===== config.mk =====
export PLATFORM = sky130hd
export DESIGN_NAME = biquad_sample_filter_unit
export DESIGN_NICKNAME = d
export VERILOG_FILES = /design/src/hw/rtl/bsf_pkg.sv /design/src/hw/rtl/biquad_sample_filter_unit.sv
export VERILOG_INCLUDE_DIRS = /design/src /design/src/hw/rtl
export SDC_FILE = /design/constraint.sdc
export NUM_CORES = 2
export LEC_CHECK = 0
export ABC_AREA = 1
export BUFFER_PORTS_ARGS = -buffer_cell sky130_fd_sc_hd__buf_4
export CAP_MARGIN = 15
export CORE_ASPECT_RATIO = 1.1
export CORE_UTILIZATION = 30
export CTS_CLUSTER_DIAMETER = 30
export DETAILED_ROUTE_END_ITERATION = 6
export GPL_ROUTABILITY_DRIVEN = 0
export GPL_TIMING_DRIVEN = 0
export PLACE_DENSITY = 0.46
export SETUP_SLACK_MARGIN = 0.05
export SLEW_MARGIN = 20
export SYNTH_ARGS = -nofsm -noshare
export SYNTH_HDL_FRONTEND = slang
export SYNTH_SLANG_ARGS = --single-unit

===== constraint.sdc =====
create_clock -name clk -period 27.9 [get_ports clk]
set_input_delay 2.79 -clock clk [delete_from_list [all_inputs] [get_ports clk]]
set_output_delay 2.79 -clock clk [all_outputs]
set_load 0.02 [all_outputs]

===== src/hw/rtl/biquad_sample_filter_unit_macros.svh =====
// ----------------------------------------------------------------------------
// biquad sample filter assertion macros
// shared concurrent assertion wrappers on clk and rst_n
// ----------------------------------------------------------------------------
`ifndef BIQUAD_SAMPLE_FILTER_UNIT_MACROS_SVH
`define BIQUAD_SAMPLE_FILTER_UNIT_MACROS_SVH

// checked only outside reset
`define BSF_ASSERT(label, prop, msg) \
  label: assert property (@(posedge clk) disable iff (!rst_n) prop) \
    else $error(msg);

// checked at every edge, reset included
`define BSF_ASSERT_ALWAYS(label, prop, msg) \
  label: assert property (@(posedge clk) prop) \
    else $error(msg);

`endif


===== src/hw/rtl/bsf_pkg.sv =====
// ----------------------------------------------------------------------------
// bsf_pkg
// widths, register indexes and fixed-point helpers of the biquad sample filter
// ----------------------------------------------------------------------------
`default_nettype none

package bsf_pkg;

  localparam int SAMPLE_BITS    = 12;
  localparam int COEF_FRAC_BITS = 30;
  localparam int STATE_BITS     = 56;
  localparam int COEF_W         = 32;

  // recentered sample in half-lsb units
  localparam int X_W    = SAMPLE_BITS + 1;
  // state words go through the multiplier as a low and a high half
  localparam int SPLIT  = STATE_BITS / 2;
  localparam int HI_W   = STATE_BITS - SPLIT;
  localparam int OPA_W  = HI_W + 1;
  localparam int PROD_W = OPA_W + COEF_W;

  localparam int ACC_A1 = STATE_BITS + COEF_W;
  localparam int ACC_A2 = X_W + COEF_W + COEF_FRAC_BITS;
  localparam int ACC_A3 = STATE_BITS + COEF_FRAC_BITS + 1;
  localparam int ACC_M  = (ACC_A1 > ACC_A2) ? ACC_A1 : ACC_A2;
  localparam int ACC_W  = ((ACC_M > ACC_A3) ? ACC_M : ACC_A3) + 2;
  localparam int SH_W   = ACC_W - COEF_FRAC_BITS;

  localparam int T_B    = SAMPLE_BITS + COEF_FRAC_BITS + 1;
  localparam int T_W    = ((STATE_BITS > T_B) ? STATE_BITS : T_B) + 1;
  localparam int TT_W   = T_W - COEF_FRAC_BITS - 1;

  localparam logic [SAMPLE_BITS-1:0] FULL_SCALE = '1;

  localparam int CFG_IDX_W = 3;
  typedef logic [CFG_IDX_W-1:0] cfg_idx_t;

  localparam cfg_idx_t REG_B0 = cfg_idx_t'(0);
  localparam cfg_idx_t REG_B1 = cfg_idx_t'(1);
  localparam cfg_idx_t REG_B2 = cfg_idx_t'(2);
  localparam cfg_idx_t REG_A1 = cfg_idx_t'(3);
  localparam cfg_idx_t REG_A2 = cfg_idx_t'(4);

  typedef enum logic [1:0] {
    OPA_X,
    OPA_YL,
    OPA_YH
  } opa_sel_t;

  typedef enum logic [1:0] {
    BASE_ACC,
    BASE_D1,
    BASE_D2,
    BASE_ZERO
  } acc_base_t;

  typedef enum logic [1:0] {
    ADD_NONE,
    ADD_P_FRAC,
    SUB_P,
    SUB_P_SPLIT
  } acc_add_t;

  // floor by the fraction bits, then saturate to the state width
  function automatic logic signed [STATE_BITS-1:0] sat_state(
    input logic signed [ACC_W-1:0] a
  );
    logic [SH_W-1:0]            v;
    logic [SH_W-STATE_BITS:0]   top;
    logic signed [STATE_BITS-1:0] r;
    v   = a[ACC_W-1:COEF_FRAC_BITS];
    top = v[SH_W-1:STATE_BITS-1];
    if (top == '0 || top == '1) begin
      r = v[STATE_BITS-1:0];
    end else if (v[SH_W-1]) begin
      r = {1'b1, {(STATE_BITS-1){1'b0}}};
    end else begin
      r = {1'b0, {(STATE_BITS-1){1'b1}}};
    end
    return r;
  endfunction

  // re-bias to a unipolar code and clamp
  function automatic logic [SAMPLE_BITS-1:0] dac_from_y(
    input logic signed [STATE_BITS-1:0] y
  );
    logic [T_W-1:0]         fs_sh;
    logic signed [T_W-1:0]  sum;
    logic [TT_W-1:0]        t;
    logic [SAMPLE_BITS-1:0] r;
    fs_sh = T_W'(FULL_SCALE) << COEF_FRAC_BITS;
    sum   = T_W'(y) + $signed(fs_sh);
    t     = sum[T_W-1:COEF_FRAC_BITS+1];
    if (t[TT_W-1]) begin
      r = '0;
    end else if (t > TT_W'(FULL_SCALE)) begin
      r = FULL_SCALE;
    end else begin
      r = t[SAMPLE_BITS-1:0];
    end
    return r;
  endfunction

endpackage

`default_nettype wire


===== src/hw/rtl/biquad_sample_filter_unit.sv =====
// an accepted input word steps through xb0, xb1, y, yl1, yh1, xb2, yl2, yh2, fin1
//   and fin2 to out_valid, the steps set by seven products through the one
//   29 x 32 multiplier and the feedback products waiting on the saturated y
// new words enter only in idle, also while the last one waits in the output register
// reset: synchronous, active low; clears coefficients, both delays and the sequencer
// ----------------------------------------------------------------------------
// biquad_sample_filter_unit
// transposed direct-form-ii biquad from a 12-bit adc sample to a 12-bit dac code
// ----------------------------------------------------------------------------
`default_nettype none

`include "biquad_sample_filter_unit_macros.svh"

module biquad_sample_filter_unit (
  input  wire logic                             clk,
  input  wire logic                             rst_n,
  input  wire logic                             in_valid,
  output logic                                  in_ready,
  input  wire logic [bsf_pkg::SAMPLE_BITS-1:0]  in_adc_sample,
  output logic                                  out_valid,
  input  wire logic                             out_ready,
  output logic [bsf_pkg::SAMPLE_BITS-1:0]       out_dac_code,
  input  wire logic                             cfg_we,
  input  wire logic [bsf_pkg::CFG_IDX_W-1:0]    cfg_index,
  input  wire logic [bsf_pkg::COEF_W-1:0]       cfg_wdata
);

  typedef enum logic [3:0] {
    S_IDLE,
    S_XB0,
    S_XB1,
    S_Y,
    S_YL1,
    S_YH1,
    S_XB2,
    S_YL2,
    S_YH2,
    S_FIN1,
    S_FIN2
  } state_t;

  state_t state_r, state_nxt;

  logic signed [bsf_pkg::COEF_W-1:0]     b0_r, b1_r, b2_r, a1_r, a2_r;
  logic signed [bsf_pkg::COEF_W-1:0]     b0_nxt, b1_nxt, b2_nxt, a1_nxt, a2_nxt;
  logic signed [bsf_pkg::X_W-1:0]        x_r, x_nxt;
  logic signed [bsf_pkg::STATE_BITS-1:0] y_r, y_nxt;
  logic signed [bsf_pkg::STATE_BITS-1:0] d1_r, d1_nxt;
  logic signed [bsf_pkg::STATE_BITS-1:0] d2_r, d2_nxt;
  logic signed [bsf_pkg::ACC_W-1:0]      acc_r, acc_nxt;
  logic signed [bsf_pkg::PROD_W-1:0]     prod_r, prod_nxt;
  logic                                  out_valid_r, out_valid_nxt;
  logic [bsf_pkg::SAMPLE_BITS-1:0]       dac_r, dac_nxt;

  bsf_pkg::opa_sel_t                     opa_sel;
  bsf_pkg::cfg_idx_t                     coef_sel;
  bsf_pkg::acc_base_t                    acc_base;
  bsf_pkg::acc_add_t                     acc_add;

  logic signed [bsf_pkg::OPA_W-1:0]      mul_a;
  logic signed [bsf_pkg::COEF_W-1:0]     mul_b;
  logic signed [bsf_pkg::ACC_W-1:0]      p_ext;
  logic signed [bsf_pkg::ACC_W-1:0]      base_val;
  logic signed [bsf_pkg::ACC_W-1:0]      add_val;
  logic                                  accept;
  logic                                  out_free;

  assign in_ready     = (state_r == S_IDLE);
  assign accept       = in_valid && in_ready;
  assign out_free     = !out_valid_r || out_ready;
  assign out_valid    = out_valid_r;
  assign out_dac_code = dac_r;

  // step decode: multiplier operands and what the accumulator does with the
  // product registered in the previous step
  always_comb begin
    opa_sel  = bsf_pkg::OPA_X;
    coef_sel = bsf_pkg::REG_B0;
    acc_base = bsf_pkg::BASE_ACC;
    acc_add  = bsf_pkg::ADD_NONE;
    case (state_r)
      S_XB0: begin
        acc_base = bsf_pkg::BASE_D1;
      end
      S_XB1: begin
        coef_sel = bsf_pkg::REG_B1;
        acc_add  = bsf_pkg::ADD_P_FRAC;
      end
      S_Y: begin
        acc_base = bsf_pkg::BASE_D2;
        acc_add  = bsf_pkg::ADD_P_FRAC;
      end
      S_YL1: begin
        opa_sel  = bsf_pkg::OPA_YL;
        coef_sel = bsf_pkg::REG_A1;
      end
      S_YH1: begin
        opa_sel  = bsf_pkg::OPA_YH;
        coef_sel = bsf_pkg::REG_A1;
        acc_add  = bsf_pkg::SUB_P;
      end
      S_XB2: begin
        coef_sel = bsf_pkg::REG_B2;
        acc_add  = bsf_pkg::SUB_P_SPLIT;
      end
      S_YL2: begin
        opa_sel  = bsf_pkg::OPA_YL;
        coef_sel = bsf_pkg::REG_A2;
        acc_base = bsf_pkg::BASE_ZERO;
        acc_add  = bsf_pkg::ADD_P_FRAC;
      end
      S_YH2: begin
        opa_sel  = bsf_pkg::OPA_YH;
        coef_sel = bsf_pkg::REG_A2;
        acc_add  = bsf_pkg::SUB_P;
      end
      S_FIN1: begin
        acc_add  = bsf_pkg::SUB_P_SPLIT;
      end
      default: begin
      end
    endcase
  end

  always_comb begin
    case (opa_sel)
      bsf_pkg::OPA_YL: mul_a = $signed(bsf_pkg::OPA_W'({1'b0, y_r[bsf_pkg::SPLIT-1:0]}));
      bsf_pkg::OPA_YH: mul_a = bsf_pkg::OPA_W'($signed(
                                 y_r[bsf_pkg::STATE_BITS-1:bsf_pkg::SPLIT]));
      default:         mul_a = bsf_pkg::OPA_W'(x_r);
    endcase
    case (coef_sel)
      bsf_pkg::REG_B1: mul_b = b1_r;
      bsf_pkg::REG_B2: mul_b = b2_r;
      bsf_pkg::REG_A1: mul_b = a1_r;
      bsf_pkg::REG_A2: mul_b = a2_r;
      default:         mul_b = b0_r;
    endcase
  end

  assign prod_nxt = mul_a * mul_b;
  assign p_ext    = bsf_pkg::ACC_W'(prod_r);

  always_comb begin
    case (acc_base)
      bsf_pkg::BASE_D1:   base_val = bsf_pkg::ACC_W'(d1_r) <<< bsf_pkg::COEF_FRAC_BITS;
      bsf_pkg::BASE_D2:   base_val = bsf_pkg::ACC_W'(d2_r) <<< bsf_pkg::COEF_FRAC_BITS;
      bsf_pkg::BASE_ZERO: base_val = '0;
      default:            base_val = acc_r;
    endcase
    case (acc_add)
      bsf_pkg::ADD_P_FRAC:  add_val = p_ext <<< bsf_pkg::COEF_FRAC_BITS;
      bsf_pkg::SUB_P:       add_val = -p_ext;
      bsf_pkg::SUB_P_SPLIT: add_val = -(p_ext <<< bsf_pkg::SPLIT);
      default:              add_val = '0;
    endcase
    acc_nxt = base_val + add_val;
  end

  always_comb begin
    state_nxt     = state_r;
    x_nxt         = x_r;
    y_nxt         = y_r;
    d1_nxt        = d1_r;
    d2_nxt        = d2_r;
    dac_nxt       = dac_r;
    out_valid_nxt = out_valid_r;
    b0_nxt        = b0_r;
    b1_nxt        = b1_r;
    b2_nxt        = b2_r;
    a1_nxt        = a1_r;
    a2_nxt        = a2_r;

    if (cfg_we) begin
      case (cfg_index)
        bsf_pkg::REG_B0: b0_nxt = cfg_wdata;
        bsf_pkg::REG_B1: b1_nxt = cfg_wdata;
        bsf_pkg::REG_B2: b2_nxt = cfg_wdata;
        bsf_pkg::REG_A1: a1_nxt = cfg_wdata;
        bsf_pkg::REG_A2: a2_nxt = cfg_wdata;
        default: begin
        end
      endcase
    end

    if (out_valid_r && out_ready) begin
      out_valid_nxt = 1'b0;
    end

    case (state_r)
      S_IDLE: begin
        if (accept) begin
          // 2*raw - full scale, exact in the signed width
          x_nxt     = {in_adc_sample, 1'b0} - bsf_pkg::X_W'(bsf_pkg::FULL_SCALE);
          state_nxt = S_XB0;
        end
      end
      S_XB0:  state_nxt = S_XB1;
      S_XB1:  state_nxt = S_Y;
      S_Y: begin
        y_nxt     = bsf_pkg::sat_state(acc_r);
        state_nxt = S_YL1;
      end
      S_YL1:  state_nxt = S_YH1;
      S_YH1:  state_nxt = S_XB2;
      S_XB2:  state_nxt = S_YL2;
      S_YL2: begin
        d1_nxt    = bsf_pkg::sat_state(acc_r);
        state_nxt = S_YH2;
      end
      S_YH2:  state_nxt = S_FIN1;
      S_FIN1: state_nxt = S_FIN2;
      S_FIN2: begin
        // hold here until the output register is free
        if (out_free) begin
          d2_nxt        = bsf_pkg::sat_state(acc_r);
          dac_nxt       = bsf_pkg::dac_from_y(y_r);
          out_valid_nxt = 1'b1;
          state_nxt     = S_IDLE;
        end
      end
      default: state_nxt = S_IDLE;
    endcase
  end

  always_ff @(posedge clk) begin
    if (!rst_n) begin
      state_r     <= S_IDLE;
      out_valid_r <= 1'b0;
      d1_r        <= '0;
      d2_r        <= '0;
      b0_r        <= '0;
      b1_r        <= '0;
      b2_r        <= '0;
      a1_r        <= '0;
      a2_r        <= '0;
    end else begin
      state_r     <= state_nxt;
      out_valid_r <= out_valid_nxt;
      d1_r        <= d1_nxt;
      d2_r        <= d2_nxt;
      b0_r        <= b0_nxt;
      b1_r        <= b1_nxt;
      b2_r        <= b2_nxt;
      a1_r        <= a1_nxt;
      a2_r        <= a2_nxt;
    end
    x_r    <= x_nxt;
    y_r    <= y_nxt;
    acc_r  <= (state_r == S_FIN2) ? acc_r : acc_nxt;
    prod_r <= prod_nxt;
    dac_r  <= dac_nxt;
  end

  `BSF_ASSERT_ALWAYS(a_reset_idle, (!rst_n) |=> (state_r == S_IDLE && !out_valid_r), "reset did not idle the sequencer")
  `BSF_ASSERT(a_accept_starts, (in_valid && in_ready) |=> (state_r == S_XB0), "accepted word did not start the sequence")
  `BSF_ASSERT(a_out_from_last, $rose(out_valid_r) |-> $past(state_r == S_FIN2), "result word appeared outside the last step")
  `BSF_ASSERT(a_d1_one_step, ($past(rst_n) && !$stable(d1_r)) |-> $past(state_r == S_YL2), "first delay changed outside its update step")
  `BSF_ASSERT(a_d2_one_step, ($past(rst_n) && !$stable(d2_r)) |-> $past(state_r == S_FIN2 && out_free), "second delay changed outside its update step")

endmodule

`default_nettype wire


==> Word level (Yosys, flattened, before mapping) <==
Cells that the tools add are included.
{ "word_totals": {"in_bits": 52, "n_memories": 0, "regBits": 509, "ram_bits": 0, "latch_bits": 0, "mem_bits_ro": 0} }
{ "op_classes": {"add_sub_neg": 5, "shift": 0, "mul": 1, "eq_ne": 29, "mux": 17, "n_div": 0, "n_bitwise": 0, "reduce_logical": 22, "magnitude_cmp": 1} }
{ "ops": {"columns": ["operator", "count"], "rows": [
  ["90-bit case mux with 3 select lines", 2],
  ["32-bit case mux with 4 select lines", 1],
  ["56-bit 2-to-1 mux", 2],
  ["90-bit adder", 1],
  ["61-bit negation with 90-bit output", 1],
  ["89-bit negation with 90-bit output", 1],
  ["29-bit by 32-bit multiplier with 61-bit output", 1],
  ["29-bit case mux with 2 select lines", 1],
  ["56-bit by 43-bit adder with 57-bit output (second input constant)", 1],
  ["4-bit case mux with 11 select lines", 1],
  ["26-bit by 12-bit greater-than comparator with 1-bit output (second input constant)", 1],
  ["4-bit by 3-bit == test with 1-bit output (second input constant)", 4],
  ["2-bit AND reduction", 8],
  ["13-bit by 12-bit subtractor with 13-bit output (second input constant)", 1],
  ["3-bit by 2-bit == test with 1-bit output (second input constant)", 4],
  ["4-bit == test (second input constant)", 3],
  ["12-bit 2-to-1 mux", 1],
  ["2-bit case mux with 3 select lines", 2],
  ["3-bit case mux with 4 select lines", 1],
  ["2-bit == test (second input constant)", 5],
  ["2-bit OR reduction", 5],
  ["4-bit by 2-bit == test with 1-bit output (second input constant)", 2],
  ["4-bit 2-to-1 mux", 2],
  ["2-bit by 1-bit == test with 1-bit output (second input constant)", 3],
  ["15 further kinds", 21]
]} }

==> Logic depth before layout (Yosys ltp) <==
{ "logic_depth": {"ltp_word": 6, "ltp_mapped": 45, "depth_no_buf": 41} }

==> Worst setup path before layout <==
Ideal clock, no wire load.
{ "synth_timing": {"path_kind": "flip-flop to flip-flop", "from": "reg state_r[3]", "to": "reg prod_r[53] (netlist bit)", "setup_time_ns": 0.112, "arrival_time_ns": 9.053, "t_required_ns": 27.788, "path_stages_with_launch": 37, "slack_ns": 18.735, "n_path_buf": 4, "path_cell_list": "dfxtp_1 -> inv_2 -> nor2_1 -> inv_1 -> nor2_1 -> nor2_1 -> inv_1 -> clkbuf_1 -> ha_1 -> clkbuf_2 -> buf_1 -> a21oi_1 -> o21ai_0 -> o21ai_1 -> clkbuf_1 -> nor2_1 -> fa_1 -> inv_1 -> fa_1 -> inv_1 -> fa_1 -> fa_1 -> fa_1 -> fa_1 -> inv_1 -> fa_1 -> fa_1 -> inv_1 -> ha_1 -> nand2_1 -> nor2_1 -> inv_1 -> nor2_1 -> nand3_1 -> or2_2 -> nand3_1 -> nand2_1"} }
{ "synth_between": {"elab_chain_len": 6, "elab_cells_between_ends": 21} }
{ "synth_rtl": {"columns": ["element", "line_no", "source"], "rows": [
  ["start: declaration", "biquad_sample_filter_unit.sv:42", "state_t state_r, state_nxt;"],
  ["start signal: assignment", "biquad_sample_filter_unit.sv:238", "state_r <= state_nxt;"],
  ["4-bit by 3-bit == test with 1-bit output / 4-bit == test (equally long branches)", "biquad_sample_filter_unit.sv:81", "case (state_r)"],
  ["2-bit OR reduction (no source line)", null, null],
  ["3-bit case mux with 4 select lines / 2-bit case mux with 2 select lines (equally long branches)", "biquad_sample_filter_unit.sv:81", null],
  ["3-bit == test, or another cell as far along", "biquad_sample_filter_unit.sv:132", "case (coef_sel)"],
  ["32-bit case mux with 4 select lines / 29-bit case mux with 2 select lines (equally long branches)", "biquad_sample_filter_unit.sv:132, biquad_sample_filter_unit.sv:126", null],
  ["29-bit by 32-bit multiplier with 61-bit output *", "biquad_sample_filter_unit.sv:141", "assign prod_nxt = mul_a * mul_b;"],
  ["via prod_nxt (one bit)", "biquad_sample_filter_unit.sv:51", "logic signed [bsf_pkg::PROD_W-1:0] prod_r, prod_nxt;"],
  ["end signal: assignment", "biquad_sample_filter_unit.sv:251", "prod_r <= prod_nxt;"],
  ["end: declaration", "biquad_sample_filter_unit.sv:51", null]
]} }
Mark *: on every way through the listed nets, which the timed path passes. The rest lies on a longest branch.
A chain may end at the register's enable or synchronous reset.

==> Worst setup path in the final report <==
{ "layout_timing": {"from": "reg state_r[1]", "to": "reg prod_r[58] (netlist bit)"} }
The elaborated chain is that of the path after synthesis.

==> reports/summary.md <==
The run finished with clean final reports. The run gives 6,073 as the violation count after the first detailed-route iteration. The H-tree generated during clock tree synthesis spans 3 levels. TritonCTS built the clock tree. The logs give 64,800 um2 for the area of the mapped netlist and 0 ns for the sum of negative setup slack. Power comes to 6920 uW. The number of instances on the worst hold path came out at 2. For this run, the number of Yosys warnings is 0. VDD sags by at most 0.000121 V. For the max-capacitance violation count, the log shows 0. On the critical path, the stage with the largest delay is an instance of sky130_fd_sc_hd__fa_1. The worst path in the final design needs a cycle of 12.83 ns, including I/O delays and setup.

The clock net in this run drives a total of 508 sinks. The horizontal die dimension was 445 um. The tools report the startpoint class of the critical path as a flop. The number of nets in the synthesized netlist is 9,911. The endpoint of the worst-slack reg-to-reg timing path is prod_r[58]$_DFF_P_.

The insertion delay of the later-clocked pin in the worst-skew pair is 0.76 ns. The cell occurring most often along the worst timing path was sky130_fd_sc_hd__fa_1. The final period utilization was 0.460; the initial antenna violation count was 12. During placement, the flow inserted port buffers numbering 64.

The power density relative to cell area came out at 94.5 nW/um2. The number of post-CTS setup repair buffers came out at 0. The most critical setup path has its startpoint at state_r[1]$_SDFFE_PN0P_. The count of nets after finishing was 10,100; the utilization after layout was 0.342.

STA classifies the critical path endpoint as a flop. The area of the die is 218,000 um2, and the per-cell routed wire length is 24.5 um. Setup violations remaining at the end of the flow were counted as 0. The fraction of final layout cells sized beyond drive strength 1 is 0.0552. Top-level port count: 66.

Hold repair after CTS inserted 0 buffers. In this run the remaining antenna-violating nets after routing total 0. The fmax is 78.0 MHz, and the clock skew after layout is 0.0786 ns.

The via count is 60,100, and the clock transition at the registers of the reported paths is 0.05 ns. The remaining design rule violation count came out at 0. The via count of the first global-routing pass was 60,000. For flop-to-flop paths, the worst setup slack is 15.07 ns.

The tools report the overall routed net length as 288,000 um. The critical setup path kind was flop to flop. The number of different library cells used by synthesis comes to 55. The layout overhead on the synthesized area is 13.1%, and the count of state elements after synthesis is 508.

The sequential area share after synthesis came out at 0.183. In this run the worst hold path is classified as flop to flop. The run gives 0 as the post-cts sizing count. The first detailed-routing pass took 7 iterations. The startpoint identified for the worst register-to-register timing path is state_r[1]$_SDFFE_PN0P_. The floorplan row count is 178, and the mean area per synthesized cell is 7.53 um2.

Setup repair after global routing left no endpoint under its margin. The number of failing hold endpoints at the final stage is 0, and the global-route wire length before repair is 416,000 um. The starting utilization of the core area came out at 0.302.

The count of flip-flops with a built-in enable after synthesis is 170. Detailed placement ended at an HPWL of 243,000 um. The share of synthesized registers carrying an async set or reset works out to 0. The tools report the largest net degree at the start of global routing as 57.

The die extent in y works out to 489 um. The run gives 8,607 as the cell count after synthesis. The run gives 0.152 as the worst slew margin relative to its limit.

The number of buffers created by CTS is 117. For the pin with the worst max-slew slack, the measured transition is 1.27 ns. Along the worst path, the maximum fanout reaches 11. The core region is 214,000 um2.

The logs give 0.264 for the overall routing resource usage and 13.43 ns for the arrival time reported for the critical path endpoint. The sum of overflow across all layers after global routing came out at 0. The required time reported for the critical path endpoint was 28.50 ns; the biggest cell delay along the critical path was 1.12 ns.

Leakage power figure: 0.0355 uW. Among all flip-flop cells after synthesis, the most frequent one is sky130_fd_sc_hd__dfxtp_1. The number of cells on the worst reg-to-reg path is 36. The maximum buffer depth of the clock tree was 3; the number of vias per cell after detailed routing was 5.10. The tools report the number of pins exceeding their max-slew limit in the final report as 0.

In this run the worst setup path terminates at prod_r[58]$_DFF_P_. The tree is rooted in a sky130_fd_sc_hd__clkbuf_16.
layout make-up:
type / instances / area, um2
diodes: 8 / 20.0
plain buffers: 292 / 1370
clock buffers: 142 / 3140
clock inverters: 74 / 937
fillers: 23100 / 141000
inverters: 1953 / 7340
multi-input cells: 5854 / 44300
flip-flops and latches: 508 / 11900
well taps: 2880 / 3600
repair buffers: 76 / 674
worst min-delay path by stage:
stage                     slack [ns]                    end             startpoint
after floorplan                 0.42  a1_r[10]$_SDFFE_PN0P_  a1_r[10]$_SDFFE_PN0P_
after CTS                       0.45   a1_r[7]$_SDFFE_PN0P_   a1_r[7]$_SDFFE_PN0P_
after global placement          0.43  a1_r[20]$_SDFFE_PN0P_  a1_r[20]$_SDFFE_PN0P_
final                           0.45  a1_r[19]$_SDFFE_PN0P_  a1_r[19]$_SDFFE_PN0P_
after detailed placement        0.44  a1_r[20]$_SDFFE_PN0P_  a1_r[20]$_SDFFE_PN0P_
after global routing            0.46   a1_r[6]$_SDFFE_PN0P_   a1_r[6]$_SDFFE_PN0P_
synthesized netlist by cell type, types with 55 or more instances:
| cell type | count | area share |
|---|---|---|
| sky130_fd_sc_hd__clkbuf_1 | 178 | 0.010 |
| sky130_fd_sc_hd__nand3_1 | 289 | 0.022 |
| sky130_fd_sc_hd__fa_1 | 983 | 0.30 |
| sky130_fd_sc_hd__nand2_1 | 1516 | 0.088 |
| sky130_fd_sc_hd__nor2_1 | 1274 | 0.074 |
| sky130_fd_sc_hd__xor2_1 | 118 | 0.016 |
| sky130_fd_sc_hd__dfxtp_1 | 338 | 0.10 |
| sky130_fd_sc_hd__ha_1 | 269 | 0.052 |
| sky130_fd_sc_hd__nand4_1 | 62 | 0.0060 |
| sky130_fd_sc_hd__edfxtp_1 | 170 | 0.079 |
| sky130_fd_sc_hd__buf_2 | 55 | 0.0042 |
| sky130_fd_sc_hd__a21oi_1 | 436 | 0.034 |
| sky130_fd_sc_hd__o21ai_0 | 494 | 0.038 |
| sky130_fd_sc_hd__inv_1 | 1890 | 0.11 |
| sky130_fd_sc_hd__o221ai_1 | 77 | 0.010 |
metrics by stage:
step                instances  hold slack, ns  cell area [um2]  worst slack (ns)
finish                  11800           0.448            73200             15.07
global route            11800           0.464            73200             14.45
CTS                     11800           0.448            73200             15.31
detailed placement      11600           0.440            69100             15.33
global placement        11600           0.432            68900             14.47
floorplan                8607           0.424            64800             18.73
registers in the layout, summed over array words and instances, names as in the netlist:
name and cells:
y_r 56, acc_r 90, x_r 12, d2_r 56
state_r 4, b0_r 32, out_dac_code 12, d1_r 56
out_valid 1, b1_r 32, prod_r 61, b2_r 32
a1_r 32, a2_r 32
routing by layer:
layer | share of wire | GRT usage | vias to the layer above
li1 | - | - | 26700
met1 | 0.42 | 0.353 | 30100
met2 | 0.44 | 0.416 | 2748
met3 | 0.082 | 0.0466 | 600
met4 | 0.051 | 0.118 | 6
met5 | 0.00014 | 0 | -
report_power, final:
part | total, uW | internal, uW | switching [uW]
Combinational | 4480 | 1360 | 3120
Sequential | 1040 | 932 | 108
Clock | 1410 | 930 | 476
Total | 6920 | 3220 | 3700
cells by family after synthesis:
family / Yosys count / synth area share
xor gates and xnor gates: 153 / 0.0207
buffers and inverters: 2245 / 0.134
DFF: 508 / 0.183
and+or+nand+nor: 3252 / 0.201
adders and majority gates: 1252 / 0.356
AOI/OAI and AO/OA: 1197 / 0.105
cells in the final DEF (no fill, tap or decap), types with 86 or more instances in the layout:
cell type,n
sky130_fd_sc_hd__a21oi_1,436
sky130_fd_sc_hd__buf_4,86
sky130_fd_sc_hd__clkbuf_1,186
sky130_fd_sc_hd__clkbuf_16,117
sky130_fd_sc_hd__dfxtp_1,338
sky130_fd_sc_hd__edfxtp_1,170
sky130_fd_sc_hd__fa_1,983
sky130_fd_sc_hd__ha_1,269
sky130_fd_sc_hd__inv_1,1890
sky130_fd_sc_hd__nand2_1,1516
sky130_fd_sc_hd__nand3_1,289
sky130_fd_sc_hd__nor2_1,1273
sky130_fd_sc_hd__o21ai_0,492
sky130_fd_sc_hd__xor2_1,118
worst max-delay path: cells and delay by family, from the launching register on:
family	cells	cell delay [ns]
compound gates	2	0.49
buf+inv	13	3.14
flops	1	0.44
fa+ha+maj	10	5.85
simple gates	11	2.74
(Power assumes the default switching activity.)
